--- src/rtl/vtc_pkg.sv ---
// Package for the VFO tuning controller: widths, reset values, register indexes, states.
package vtc_pkg;

  localparam int FREQ_W      = 32;
  localparam int STEP_W      = 27;
  localparam int COUNT_W     = 6;
  localparam int OFFSET_W    = 25;
  localparam int TONE_W      = 6;
  localparam int BIT_CNT_W   = $clog2(FREQ_W);
  localparam int CFG_IDX_W   = 2;
  localparam int S_DATA_W    = 72;
  localparam int M_DATA_W    = 72;

  localparam int TONE_COUNT_DEF = 50;

  localparam logic [FREQ_W-1:0] FREQ_MIN_RST  = 32'd144000000;
  localparam logic [FREQ_W-1:0] FREQ_MAX_RST  = 32'd146000000;
  localparam logic [STEP_W-1:0] TUNE_STEP_RST = 27'd12500;
  localparam logic [STEP_W-1:0] ALIGN_LIMIT   = 27'd1000000;

  typedef enum logic [CFG_IDX_W-1:0] {
    REG_FREQ_MIN  = 2'd0,
    REG_FREQ_MAX  = 2'd1,
    REG_TUNE_STEP = 2'd2
  } vtc_reg_t;

  typedef enum logic [3:0] {
    ST_IDLE,
    ST_SET_LO,
    ST_SET_HI,
    ST_TONE,
    ST_DIV,
    ST_ALIGN,
    ST_ADD,
    ST_CMP_HI,
    ST_CMP_LO,
    ST_WRAP1,
    ST_WRAP2,
    ST_WRAP3,
    ST_OFS,
    ST_OUT
  } vtc_state_t;

endpackage

--- src/rtl/vfo_tuning_controller_unit.sv ---
// VFO tuning controller top level: sequencer around one shared 32-bit add/subtract unit.
//
// Input channel s_*: one item per knob or key event. s_tuser carries req_type
// (1 set frequency, 0 tune). s_tready is high only while the sequencer is idle.
// Output channel m_*: one result item per input item, held in an output
// register until taken; the next input item is accepted while it waits.
// Configuration channel cfg_*: always ready; index 0 freq_min, 1 freq_max,
// 2 tune_step; other indexes are ignored. Write only while idle.
// A frequency tune item first takes the remainder for step alignment (only for
// a nonzero step below ALIGN_LIMIT) by a restoring divide that takes one bit
// per cycle through the shared unit, followed by the alignment subtract, the
// add, up to two band compares, three wrap steps when out of band and the
// offset add, all on the same unit.
// A tone item walks the index into range one add or subtract per cycle.
// A new input item is taken only once the previous result has left the sequencer.
// Reset (rst, synchronous) loads the default limits and step, sets the
// receive frequency to the lower default limit and the tone index to zero,
// and empties the output register. If the receiver stalls, the finished
// result stays in the sequencer until the output register is free.
module vfo_tuning_controller_unit #(
  parameter int TONE_COUNT = vtc_pkg::TONE_COUNT_DEF
) (
  input  logic                            clk,
  input  logic                            rst,
  input  logic                            s_tvalid,
  output logic                            s_tready,
  // [5:0] step_count, [37:6] new_frequency, [38] tone_mode, [39] reverse,
  // [64:40] duplex_offset, [71:65] zero
  input  logic [vtc_pkg::S_DATA_W-1:0]    s_tdata,
  // [0] req_type
  input  logic                            s_tuser,
  output logic                            m_tvalid,
  input  logic                            m_tready,
  // [31:0] rx_out, [63:32] tx_out, [69:64] tone_out, [70] tone_on, [71] zero
  output logic [vtc_pkg::M_DATA_W-1:0]    m_tdata,
  input  logic                            cfg_valid,
  output logic                            cfg_ready,
  input  logic [vtc_pkg::CFG_IDX_W-1:0]   cfg_index,
  input  logic [vtc_pkg::FREQ_W-1:0]      cfg_data
);

  localparam int FW = vtc_pkg::FREQ_W;
  localparam int SW = vtc_pkg::STEP_W;
  localparam logic signed [7:0] TC_S = 8'(TONE_COUNT);

  vtc_pkg::vtc_state_t state, state_next;

  logic [FW-1:0]                      freq_min, freq_max;
  logic [SW-1:0]                      tune_step;
  logic [FW-1:0]                      stored_rx;
  logic [vtc_pkg::TONE_W-1:0]         tone_index;

  logic [FW-1:0]                      f, rem, dvd, prod, shifted;
  logic [vtc_pkg::BIT_CNT_W-1:0]      bit_cnt;
  logic signed [7:0]                  tone_v;
  logic [vtc_pkg::OFFSET_W-1:0]       offset;
  logic                               rev, tmode, wrap_hi;

  logic [FW-1:0]                      m_rx, m_tx;
  logic [vtc_pkg::TONE_W-1:0]         m_tone;
  logic                               m_tone_on;

  logic [FW-1:0]                      alu_a, alu_b;
  logic                               alu_sub;
  logic [FW:0]                        alu_res;
  logic                               borrow;

  logic signed [vtc_pkg::COUNT_W-1:0] s_count;
  logic [FW-1:0]                      s_freq;
  logic signed [FW+1:0]               prod_full;
  logic                               s_acc, m_free;

  assign s_count   = $signed(s_tdata[5:0]);
  assign s_freq    = s_tdata[37:6];
  assign prod_full = s_count * $signed({1'b0, tune_step});
  assign s_acc     = s_tvalid && s_tready;
  assign m_free    = !m_tvalid || m_tready;
  assign cfg_ready = 1'b1;

  assign alu_res = alu_sub ? ({1'b0, alu_a} - {1'b0, alu_b}) : ({1'b0, alu_a} + {1'b0, alu_b});
  assign borrow  = alu_res[FW];

  always_ff @(posedge clk) begin
    if (rst) begin
      state <= vtc_pkg::ST_IDLE;
    end else begin
      state <= state_next;
    end
  end

  always_comb begin
    state_next = state;
    s_tready   = 1'b0;
    alu_a      = f;
    alu_b      = '0;
    alu_sub    = 1'b0;
    case (state)
      vtc_pkg::ST_IDLE: begin
        s_tready = 1'b1;
        if (s_tvalid) begin
          if (s_tuser) begin
            state_next = vtc_pkg::ST_SET_LO;
          end else if (s_tdata[38]) begin
            state_next = vtc_pkg::ST_TONE;
          end else if (tune_step != '0 && tune_step < vtc_pkg::ALIGN_LIMIT) begin
            state_next = vtc_pkg::ST_DIV;
          end else begin
            state_next = vtc_pkg::ST_ADD;
          end
        end
      end
      vtc_pkg::ST_SET_LO: begin
        alu_b   = freq_min;
        alu_sub = 1'b1;
        state_next = borrow ? vtc_pkg::ST_OFS : vtc_pkg::ST_SET_HI;
      end
      vtc_pkg::ST_SET_HI: begin
        alu_a   = freq_max;
        alu_b   = f;
        alu_sub = 1'b1;
        state_next = vtc_pkg::ST_OFS;
      end
      vtc_pkg::ST_TONE: begin
        if (tone_v >= 0 && tone_v < TC_S) begin
          state_next = vtc_pkg::ST_OFS;
        end
      end
      vtc_pkg::ST_DIV: begin
        alu_a   = {rem[FW-2:0], dvd[FW-1]};
        alu_b   = FW'(tune_step);
        alu_sub = 1'b1;
        if (bit_cnt == vtc_pkg::BIT_CNT_W'(FW - 1)) begin
          state_next = vtc_pkg::ST_ALIGN;
        end
      end
      vtc_pkg::ST_ALIGN: begin
        alu_b   = rem;
        alu_sub = 1'b1;
        state_next = vtc_pkg::ST_ADD;
      end
      vtc_pkg::ST_ADD: begin
        alu_b = prod;
        state_next = vtc_pkg::ST_CMP_HI;
      end
      vtc_pkg::ST_CMP_HI: begin
        alu_a   = freq_max;
        alu_b   = f;
        alu_sub = 1'b1;
        state_next = borrow ? vtc_pkg::ST_WRAP1 : vtc_pkg::ST_CMP_LO;
      end
      vtc_pkg::ST_CMP_LO: begin
        alu_b   = freq_min;
        alu_sub = 1'b1;
        state_next = borrow ? vtc_pkg::ST_WRAP1 : vtc_pkg::ST_OFS;
      end
      vtc_pkg::ST_WRAP1: begin
        alu_a   = wrap_hi ? f : freq_max;
        alu_b   = wrap_hi ? freq_max : f;
        alu_sub = 1'b1;
        state_next = vtc_pkg::ST_WRAP2;
      end
      vtc_pkg::ST_WRAP2: begin
        alu_b = freq_min;
        state_next = vtc_pkg::ST_WRAP3;
      end
      vtc_pkg::ST_WRAP3: begin
        alu_b   = FW'(tune_step);
        alu_sub = 1'b1;
        state_next = vtc_pkg::ST_OFS;
      end
      vtc_pkg::ST_OFS: begin
        alu_b = {{(FW - vtc_pkg::OFFSET_W){offset[vtc_pkg::OFFSET_W-1]}}, offset};
        state_next = vtc_pkg::ST_OUT;
      end
      vtc_pkg::ST_OUT: begin
        if (m_free) begin
          state_next = vtc_pkg::ST_IDLE;
        end
      end
      default: begin
        state_next = vtc_pkg::ST_IDLE;
      end
    endcase
  end

  // config and architectural state
  always_ff @(posedge clk) begin
    if (rst) begin
      freq_min   <= vtc_pkg::FREQ_MIN_RST;
      freq_max   <= vtc_pkg::FREQ_MAX_RST;
      tune_step  <= vtc_pkg::TUNE_STEP_RST;
      stored_rx  <= vtc_pkg::FREQ_MIN_RST;
      tone_index <= '0;
    end else begin
      if (cfg_valid && cfg_ready) begin
        case (cfg_index)
          vtc_pkg::REG_FREQ_MIN:  freq_min  <= cfg_data;
          vtc_pkg::REG_FREQ_MAX:  freq_max  <= cfg_data;
          vtc_pkg::REG_TUNE_STEP: tune_step <= cfg_data[SW-1:0];
          default: ;
        endcase
      end
      if (state == vtc_pkg::ST_OFS) begin
        stored_rx <= f;
      end
      if (state == vtc_pkg::ST_TONE && tone_v >= 0 && tone_v < TC_S) begin
        tone_index <= tone_v[vtc_pkg::TONE_W-1:0];
      end
    end
  end

  // working registers
  always_ff @(posedge clk) begin
    case (state)
      vtc_pkg::ST_IDLE: begin
        if (s_acc) begin
          f       <= s_tuser ? s_freq : stored_rx;
          dvd     <= stored_rx;
          rem     <= '0;
          bit_cnt <= '0;
          prod    <= prod_full[FW-1:0];
          tone_v  <= $signed({2'b00, tone_index}) + 8'(s_count);
          tmode   <= s_tdata[38];
          rev     <= s_tdata[39];
          offset  <= s_tdata[64:40];
        end
      end
      vtc_pkg::ST_SET_LO: begin
        if (borrow) begin
          f <= freq_min;
        end
      end
      vtc_pkg::ST_SET_HI: begin
        if (borrow) begin
          f <= freq_max;
        end
      end
      vtc_pkg::ST_TONE: begin
        if (tone_v < 0) begin
          tone_v <= tone_v + TC_S;
        end else if (tone_v >= TC_S) begin
          tone_v <= tone_v - TC_S;
        end
      end
      vtc_pkg::ST_DIV: begin
        rem     <= borrow ? alu_a : alu_res[FW-1:0];
        dvd     <= {dvd[FW-2:0], 1'b0};
        bit_cnt <= bit_cnt + 1'b1;
      end
      vtc_pkg::ST_ALIGN, vtc_pkg::ST_ADD,
      vtc_pkg::ST_WRAP1, vtc_pkg::ST_WRAP2, vtc_pkg::ST_WRAP3: begin
        f <= alu_res[FW-1:0];
      end
      vtc_pkg::ST_CMP_HI: begin
        wrap_hi <= borrow;
      end
      vtc_pkg::ST_OFS: begin
        shifted <= alu_res[FW-1:0];
      end
      default: ;
    endcase
  end

  // output register
  always_ff @(posedge clk) begin
    if (rst) begin
      m_tvalid <= 1'b0;
    end else if (state == vtc_pkg::ST_OUT && m_free) begin
      m_tvalid <= 1'b1;
    end else if (m_tready) begin
      m_tvalid <= 1'b0;
    end
  end

  always_ff @(posedge clk) begin
    if (state == vtc_pkg::ST_OUT && m_free) begin
      m_rx      <= rev ? shifted : f;
      m_tx      <= rev ? f : shifted;
      m_tone    <= tone_index;
      m_tone_on <= tmode;
    end
  end

  assign m_tdata = {1'b0, m_tone_on, m_tone, m_tx, m_rx};

  a_tone_range: assert property (@(posedge clk) disable iff (rst)
    {1'b0, tone_index} < 7'(TONE_COUNT))
    else $error("tone index outside ring");

  a_busy_after_accept: assert property (@(posedge clk) disable iff (rst)
    s_tvalid && s_tready |=> !s_tready)
    else $error("item accepted while sequencer busy");

  a_rem_below_step: assert property (@(posedge clk) disable iff (rst)
    state == vtc_pkg::ST_DIV |-> rem < FW'(tune_step))
    else $error("partial remainder not below step");

  a_hold_result: assert property (@(posedge clk) disable iff (rst)
    state == vtc_pkg::ST_OUT && m_tvalid && !m_tready |=> state == vtc_pkg::ST_OUT)
    else $error("result released while output register full");

endmodule

--- config.mk ---
export PLATFORM = sky130hd
export DESIGN_NAME = vfo_tuning_controller_unit
export DESIGN_NICKNAME = d
export VERILOG_FILES = /design/src/rtl/vtc_pkg.sv /design/src/rtl/vfo_tuning_controller_unit.sv
export SDC_FILE = /design/constraint.sdc
export NUM_CORES = 1
export LEC_CHECK = 0
export BUFFER_PORTS_ARGS = -buffer_cell sky130_fd_sc_hd__buf_2
export CORE_MARGIN = 2
export CORE_UTILIZATION = 36
export DETAILED_ROUTE_END_ITERATION = 10
export REMOVE_ABC_BUFFERS = 1
export SLEW_MARGIN = 20
export SYNTH_ARGS = -nofsm -noshare
export SYNTH_HDL_FRONTEND = slang
export SYNTH_SLANG_ARGS = --single-unit
--- constraint.sdc ---
create_clock -name clk -period 10.4 [get_ports clk]
set_input_delay 0.52 -clock clk [delete_from_list [all_inputs] [get_ports clk]]
set_output_delay 0.52 -clock clk [all_outputs]
set_load 0.01 [all_outputs]
==> reports/results.tsv, run 1 <==
stage	metric	value	unit
drt	first_pass_iters	8	
synth	ys_seq_area_share	41.2	%
final_layout	drive_above_1_share	15.7	%
clock_network	cts-root-buf	clkbuf_16	
clock_network	cts.sinks	406	
drt	drt_iter0_markers	2192	
global_route	antenna_found_initial	19	
synth	synth_area_leaders	edfxtp_1 (31%), dfxtp_1 (10%), fa_1 (7.8%)	
sta	slew_viol_final	0	
synth	syn_avg_cell_area	9.81	sq um
sta	worstMarginPinSlew	1.24	ns
worst_setup_path	crit_path_max_incr_delay	0.74	ns
synth	ys.flop_type	edfxtp_1	
sta	fin_ws	1.89	ns
die	fp.coreArea	72700	sq um
synth	yosysWarnings	0	
clock_network	clk_latency	0.59	ns
die	die-area	75400	sq um
final_layout	final_common_cell	nand2_1	
sta	period_minus_slack	8.51	ns
synth	async_flop_share	0	%
sta	fmax	118	MHz
power	power.static_leakage	0.0119	uW
placed_design	dp_hpwl	60800	um
synth	synth-edff-count	272	
min_path	worstHoldStart	s_tdata[54]	
job	maxCapViolations	0	
min_path	min_to	offset[14]	
die	fp.dieW	275	um
sta	maxSlewHeadroom	16.6	%
worst_setup_path	critPathTopFamily	compound AO/OA/AOI/OAI gates	
synth	synth_top_family_by_area	compound AO/OA/AOI/OAI gates	
global_route	grt_pass1_wl	129000	um
synth	yosysTopAreaCellShare	31.0	%
clock_network	htree_levels	2	
clock_network	cts.repair.resized	0	
power	irDropWorstVdd	0.282	mV
final_layout	fill_cells	7153	
placed_design	gp_congestion	1.01	
sta	setup_viol_count_final	0	
drt	drc	0	
final_layout	final_nets	3093	
global_route	grt_max_degree	77	
placed_design	post-place-ws	2.15	ns
sta	fin_tns_setup	0	ns
synth	synth-xor-area-share	3.19	%
outcome	status	completed	
sta	rsz0062_at_grt	no	
drt	viasPerCell	5.63	
final_layout	area_growth	12.1	%
sta	fin_crit_sh	81.8	%
synth	syn_area	26300	sq um
worst_setup_path	r2r_end	rem[11]	
clock_network	cts-buffers-inserted	47	
clock_network	post_cts_buffers	0	
die	start_util	36.2	%
worst_setup_path	startpoint_type	flop	
drt	wirelength	86000	um
synth	synth_compound_area_share	16.2	%
sta	hold_viol_final	0	
clock_network	cts_tree	yes	
worst_setup_path	crit_type	reg2reg	
synth	synth_top_area_cell	edfxtp_1	
min_path	min_path_type	in2reg	
die	ioPinCount	187	
synth	syn_inst	2685	
drt	vias	21200	
clock_network	ctsHoldBuffers	0	
worst_setup_path	crit_buf_inv	3	
global_route	overflow	0	
synth	ys_seq_elements	406	
synth	synthMuxAreaShare	5.26	%
clock_network	clkTransAtPathRegs	0.06	ns
global_route	grt_pass1_vias	20700	
worst_setup_path	crit_path_end_kind	flop	
worst_setup_path	rrSetupSlack	1.89	ns
synth	synthSimpleGateAreaFrac	15.6	%
worst_setup_path	cp_max_fo	41	
global_route	grt_usage	22.5	%
die	row_count	99	
worst_setup_path	r2r_cells	22	
clock_network	clockBufferDepth	3	
final_layout	final_cell_mix	nand2_1 (535), edfxtp_1 (272), a21oi_1 (198)	
worst_setup_path	path_cells	buf_4 -> nor2b_1 -> and3_1 -> buf_4 -> a221o_1 -> a221oi_1 -> nand4_1 -> a21oi_1 -> o21ai_0 -> xor2_1 -> ha_1 -> and4_1 -> o211ai_1 -> a21oi_1 -> o211ai_1 -> o21ai_0 -> a21oi_1 -> o221ai_1 -> xnor2_4 -> buf_4 -> nor2_1 -> a211oi_2	
min_path	hold_depth	1	
synth	synth.distinct_cells	92	
power	cellPowerDensity	341	nW/um^2
worst_setup_path	timing.rr.start	state[2]	
sta	finClkSkew	0.0228	ns
placed_design	io_buffers	177	
worst_setup_path	crit_required	10.80	ns
drt	routedWlPerCell	22.8	um
worst_setup_path	crit_path_top_delay_cell	dfxtp_1	
die	die_h	275	um
drt	drt.antenna.violating_nets	0	
synth	synthAdderAreaFrac	13.1	%
worst_setup_path	critPathArrivalTime	8.91	ns
[through the flow]
stage	hold WS, ns	cells	area [sq um]	total power (uW)	util [%]
detailed placement	0.409	3678	28000	8350	38.6
finish	0.102	3771	29500	10100	40.6
global route	0.0894	3771	29500	10700	40.6
floorplan	0.400	2497	25500	6510	-
global placement	0.412	3678	28000	8330	38.6
CTS	0.0788	3764	29500	10000	40.6
[worst max-delay path by stage]
stage / start / to / slack [ns] / cells past startpoint
2_1_floorplan: state[0] / f[0] / -2.20 / 21
3_3_place_gp: state[2] / f[13] / 2.29 / 22
3_5_place_dp: state[2] / rem[8] / 2.15 / 22
4_1_cts: state[2] / rem[11] / 2.11 / 22
5_1_grt: state[2] / f[19] / 1.48 / 22
6_report: state[2] / rem[11] / 1.89 / 22
[worst reg2reg max path, stage by stage (launching register included)]
cell and delay [ns]:
dfxtp_1 0.74, buf_4 0.40, nor2b_1 0.13, and3_1 0.55, buf_4 0.40, a221o_1 0.38, a221oi_1 0.48, nand4_1 0.24
a21oi_1 0.37, o21ai_0 0.20, xor2_1 0.18, ha_1 0.36, and4_1 0.31, o211ai_1 0.11, a21oi_1 0.43, o211ai_1 0.24
o21ai_0 0.67, a21oi_1 0.15, o221ai_1 0.51, xnor2_4 0.46, buf_4 0.64, nor2_1 0.17, a211oi_2 0.21
[routing by layer]
layer  vias to the layer above  wire length (um)  track usage [%]
li1                       9717                 -                -
met1                     10400             34700             28.4
met2                       886             40200             37.2
met3                       198              7840             6.06
met4                        24              3010             7.85
met5                         -               163                0
[logic make-up after synthesis]
kind of cell,Yosys count
other,2
multiplexers,128
AND/OR/NAND/NOR,900
buffers and inverters,356
AO/OA/AOI/OAI,584
flip-flops,406
XOR/XNOR,95
adder cells (fa/ha/maj),214
[cells in the mapped netlist, drive strengths merged, types with 6 or more instances]
cell type / count
nand3: 21
a31oi: 18
or3: 10
buf: 48
fa: 103
a22o: 19
xor2: 43
nor2b: 27
nor4: 11
nand3b: 36
o2bb2ai: 17
o21ai: 43
dfxtp: 134
o211a: 6
a221oi: 25
nand2b: 37
clkbuf: 140
o21a: 18
a221o: 30
and3: 18
edfxtp: 272
nor3: 15
xnor2: 52
mux2: 84
inv: 166
mux2i: 44
a211oi: 41
and2: 43
ha: 110
nand2: 536
nor2: 110
nand4: 9
a22oi: 23
a222oi: 51
a21oi: 199
o21bai: 11
a21o: 23
o211ai: 8
[where the power goes]
group / total (uW) / switching [uW] / internal, uW
registers: 2760 / 334 / 2430
clock network: 1660 / 715 / 941
logic: 5650 / 3750 / 1890
total: 10100 / 4800 / 5260
[cell type report]
class | count | area, sq um | area share [%]
inverter | 168 | 631 | 2.13
sequential | 406 | 10900 | 36.7
timing repair buffer | 222 | 1230 | 4.15
tap | 959 | 1200 | 4.06
clock inverter | 23 | 216 | 0.733
antenna | 7 | 17.5 | 0.0593
clock buffer | 63 | 1280 | 4.32
multi-input combinational | 1923 | 14100 | 47.8
(Power assumes the default switching activity.)
==> run 2: changes to the inputs <==
==> constraint.sdc (replaced) <==
create_clock -name clk -period 8.07 [get_ports clk]
set_input_delay 0.4035 -clock clk [delete_from_list [all_inputs] [get_ports clk]]
set_output_delay 0.4035 -clock clk [all_outputs]
set_load 0.01 [all_outputs]
==> reports/results.tsv, run 2 (synthesis gave the netlist of run 1 again) <==
stage	metric	value	unit
global_route	grt_pass1_vias	20700	
power	irDropWorstVdd	0.500	mV
global_route	grt_usage	22.7	%
sta	fin_ws	0.932	ns
die	fp.coreArea	72700	sq um
job	maxCapViolations	0	
worst_setup_path	path_cells	buf_4 -> nor4b_1 -> a22o_2 -> a22oi_1 -> o211a_1 -> ha_1 -> a31oi_1 -> a21oi_1 -> o21ai_0 -> xor2_1 -> ha_1 -> and4_1 -> o211ai_1 -> a21oi_1 -> o211ai_1 -> o21ai_0 -> buf_4 -> a21oi_1 -> o221ai_1 -> buf_4 -> xnor2_4 -> nor4_1 -> nor4_2 -> buf_12	
clock_network	clk_latency	0.59	ns
worst_setup_path	rrSetupSlack	0.93	ns
die	start_util	36.2	%
worst_setup_path	crit_path_max_incr_delay	0.69	ns
clock_network	ctsHoldBuffers	26	
worst_setup_path	startpoint_type	flop	
placed_design	gp_congestion	0.977	
worst_setup_path	cp-startpoint	state[2]	
clock_network	clkTransAtPathRegs	0.06	ns
sta	fin_tns_setup	0	ns
drt	wirelength	86500	um
final_layout	drive_above_1_share	16.1	%
clock_network	cts-buffers-inserted	48	
die	die-area	75400	sq um
final_layout	final_nets	3134	
drt	drt-met1-wl	35700	um
worst_setup_path	crit_type	reg2reg	
global_route	grt_max_degree	73	
final_layout	final_common_cell	nand2_1	
die	fp.dieW	275	um
die	row_count	99	
worst_setup_path	r2r_cells	24	
outcome	status	completed	
worst_setup_path	crit_required	8.34	ns
drt	vias	21300	
sta	rsz0062_at_grt	no	
placed_design	post-place-ws	1.10	ns
worst_setup_path	crit_path_top_delay_cell	a22o_2	
worst_setup_path	setup.worst_path.end	f[18]	
power	cellPowerDensity	441	nW/um^2
global_route	grt_pass1_wl	130000	um
sta	hold_viol_final	0	
sta	maxSlewHeadroom	13.6	%
sta	period_minus_slack	7.14	ns
die	ioPinCount	187	
min_path	min_path_type	in2reg	
worst_setup_path	critPathArrivalTime	7.40	ns
drt	top_layer_used	met5	
placed_design	io_buffers	177	
drt	viasPerCell	5.59	
drt	drt_iter0_markers	2242	
sta	slew_viol_final	0	
clock_network	cts_tree	yes	
worst_setup_path	crit_path_end_kind	flop	
drt	drc	0	
placed_design	dp_hpwl	61900	um
clock_network	cts-root-buf	clkbuf_16	
final_layout	fill_cells	7010	
die	die_h	275	um
drt	first_pass_iters	8	
clock_network	post_cts_buffers	0	
global_route	antenna_found_initial	14	
final_layout	area_growth	14.2	%
worst_setup_path	cp_max_fo	32	
min_path	hold_depth	3	
clock_network	htree_levels	2	
sta	fin_crit_sh	88.4	%
clock_network	clockBufferDepth	3	
clock_network	cts.repair.resized	0	
sta	worstMarginPinSlew	1.29	ns
drt	met2_length	40700	um
worst_setup_path	r2r_end	f[18]	
worst_setup_path	timing.rr.start	state[2]	
final_layout	final_cell_mix	nand2_1 (535), edfxtp_1 (272), a21oi_1 (198)	
drt	drt.antenna.violating_nets	0	
global_route	overflow	0	
clock_network	cts.sinks	406	
drt	routedWlPerCell	22.7	um
sta	setup_viol_count_final	0	
sta	finClkSkew	0.0203	ns
sta	fmax	140	MHz
power	power.static_leakage	0.0122	uW
drt	met3_length	7530	um
-- run 2: changes by cell type in the layout (fill, tap and decap cells not counted) --
cell / delta
clkinv_1: -1
inv_8: +2
inv_4: +1
clkbuf_1: -2
buf_4: +12
dlygate4sd3_1: +26
clkbuf_8: -2
clkbuf_16: +2
inv_6: -1
buf_12: +2
bufinv_16: +4
clkinvlp_4: +1
-- run 2: how the worst min path moves through the flow --
stage | startpoint | to | slack, ns
floorplan | tmode | m_tone_on | 0.40
global placement | tmode | m_tone_on | 0.41
detailed placement | tmode | m_tone_on | 0.41
CTS | cfg_data[18] | freq_min[18] | 0.04
global route | cfg_data[20] | freq_max[20] | 0.05
finish | cfg_data[18] | freq_min[18] | 0.06
-- run 2: area by class of cell --
| class | instances | area (sq um) | area share [%] |
|---|---|---|---|
| inverters | 168 | 631 | 2.10 |
| diodes | 7 | 17.5 | 0.0582 |
| repair buffers | 262 | 1620 | 5.37 |
| well taps | 959 | 1200 | 3.99 |
| clock buffers | 61 | 1290 | 4.29 |
| flip-flops and latches | 406 | 10900 | 36.1 |
| clock inverters | 29 | 360 | 1.20 |
| multi-input cells | 1923 | 14100 | 46.9 |
-- run 2: power by group --
| group | internal [uW] | total (uW) | switching (uW) |
|---|---|---|---|
| registers | 3130 | 3560 | 438 |
| clock network | 1370 | 2300 | 932 |
| logic | 2550 | 7420 | 4860 |
-- run 2: critical path, delay by kind of cell, from the launching register on --
family                   cells  cell delay [ns]
AO/OA/AOI/OAI               12             3.29
flip-flops                   1             0.45
buffers and inverters        4             0.92
adder cells (fa/ha/maj)      2             0.58
AND/OR/NAND/NOR              4             1.24
XOR/XNOR                     2             0.25
-- run 2: stage by stage --
step                hold WS [ns]  std cells  instance area, sq um  power (uW)  util (%)
finish                    0.0591       3815                 30100       13300      41.4
global route              0.0532       3811                 30100       14100      41.4
CTS                       0.0387       3808                 30100       13200      41.4
detailed placement         0.415       3692                 28200       10900      38.7
global placement           0.410       3692                 28200       10800      38.7
floorplan                  0.400       2497                 25500        8380         -
-- run 2: per-layer routing --
layer | global-route usage, % | vias to the layer above
met4 | 7.58 | 14
met5 | 0 | -
met2 | 37.4 | 865
met1 | 30.0 | 10500
li1 | - | 9818
met3 | 4.25 | 164
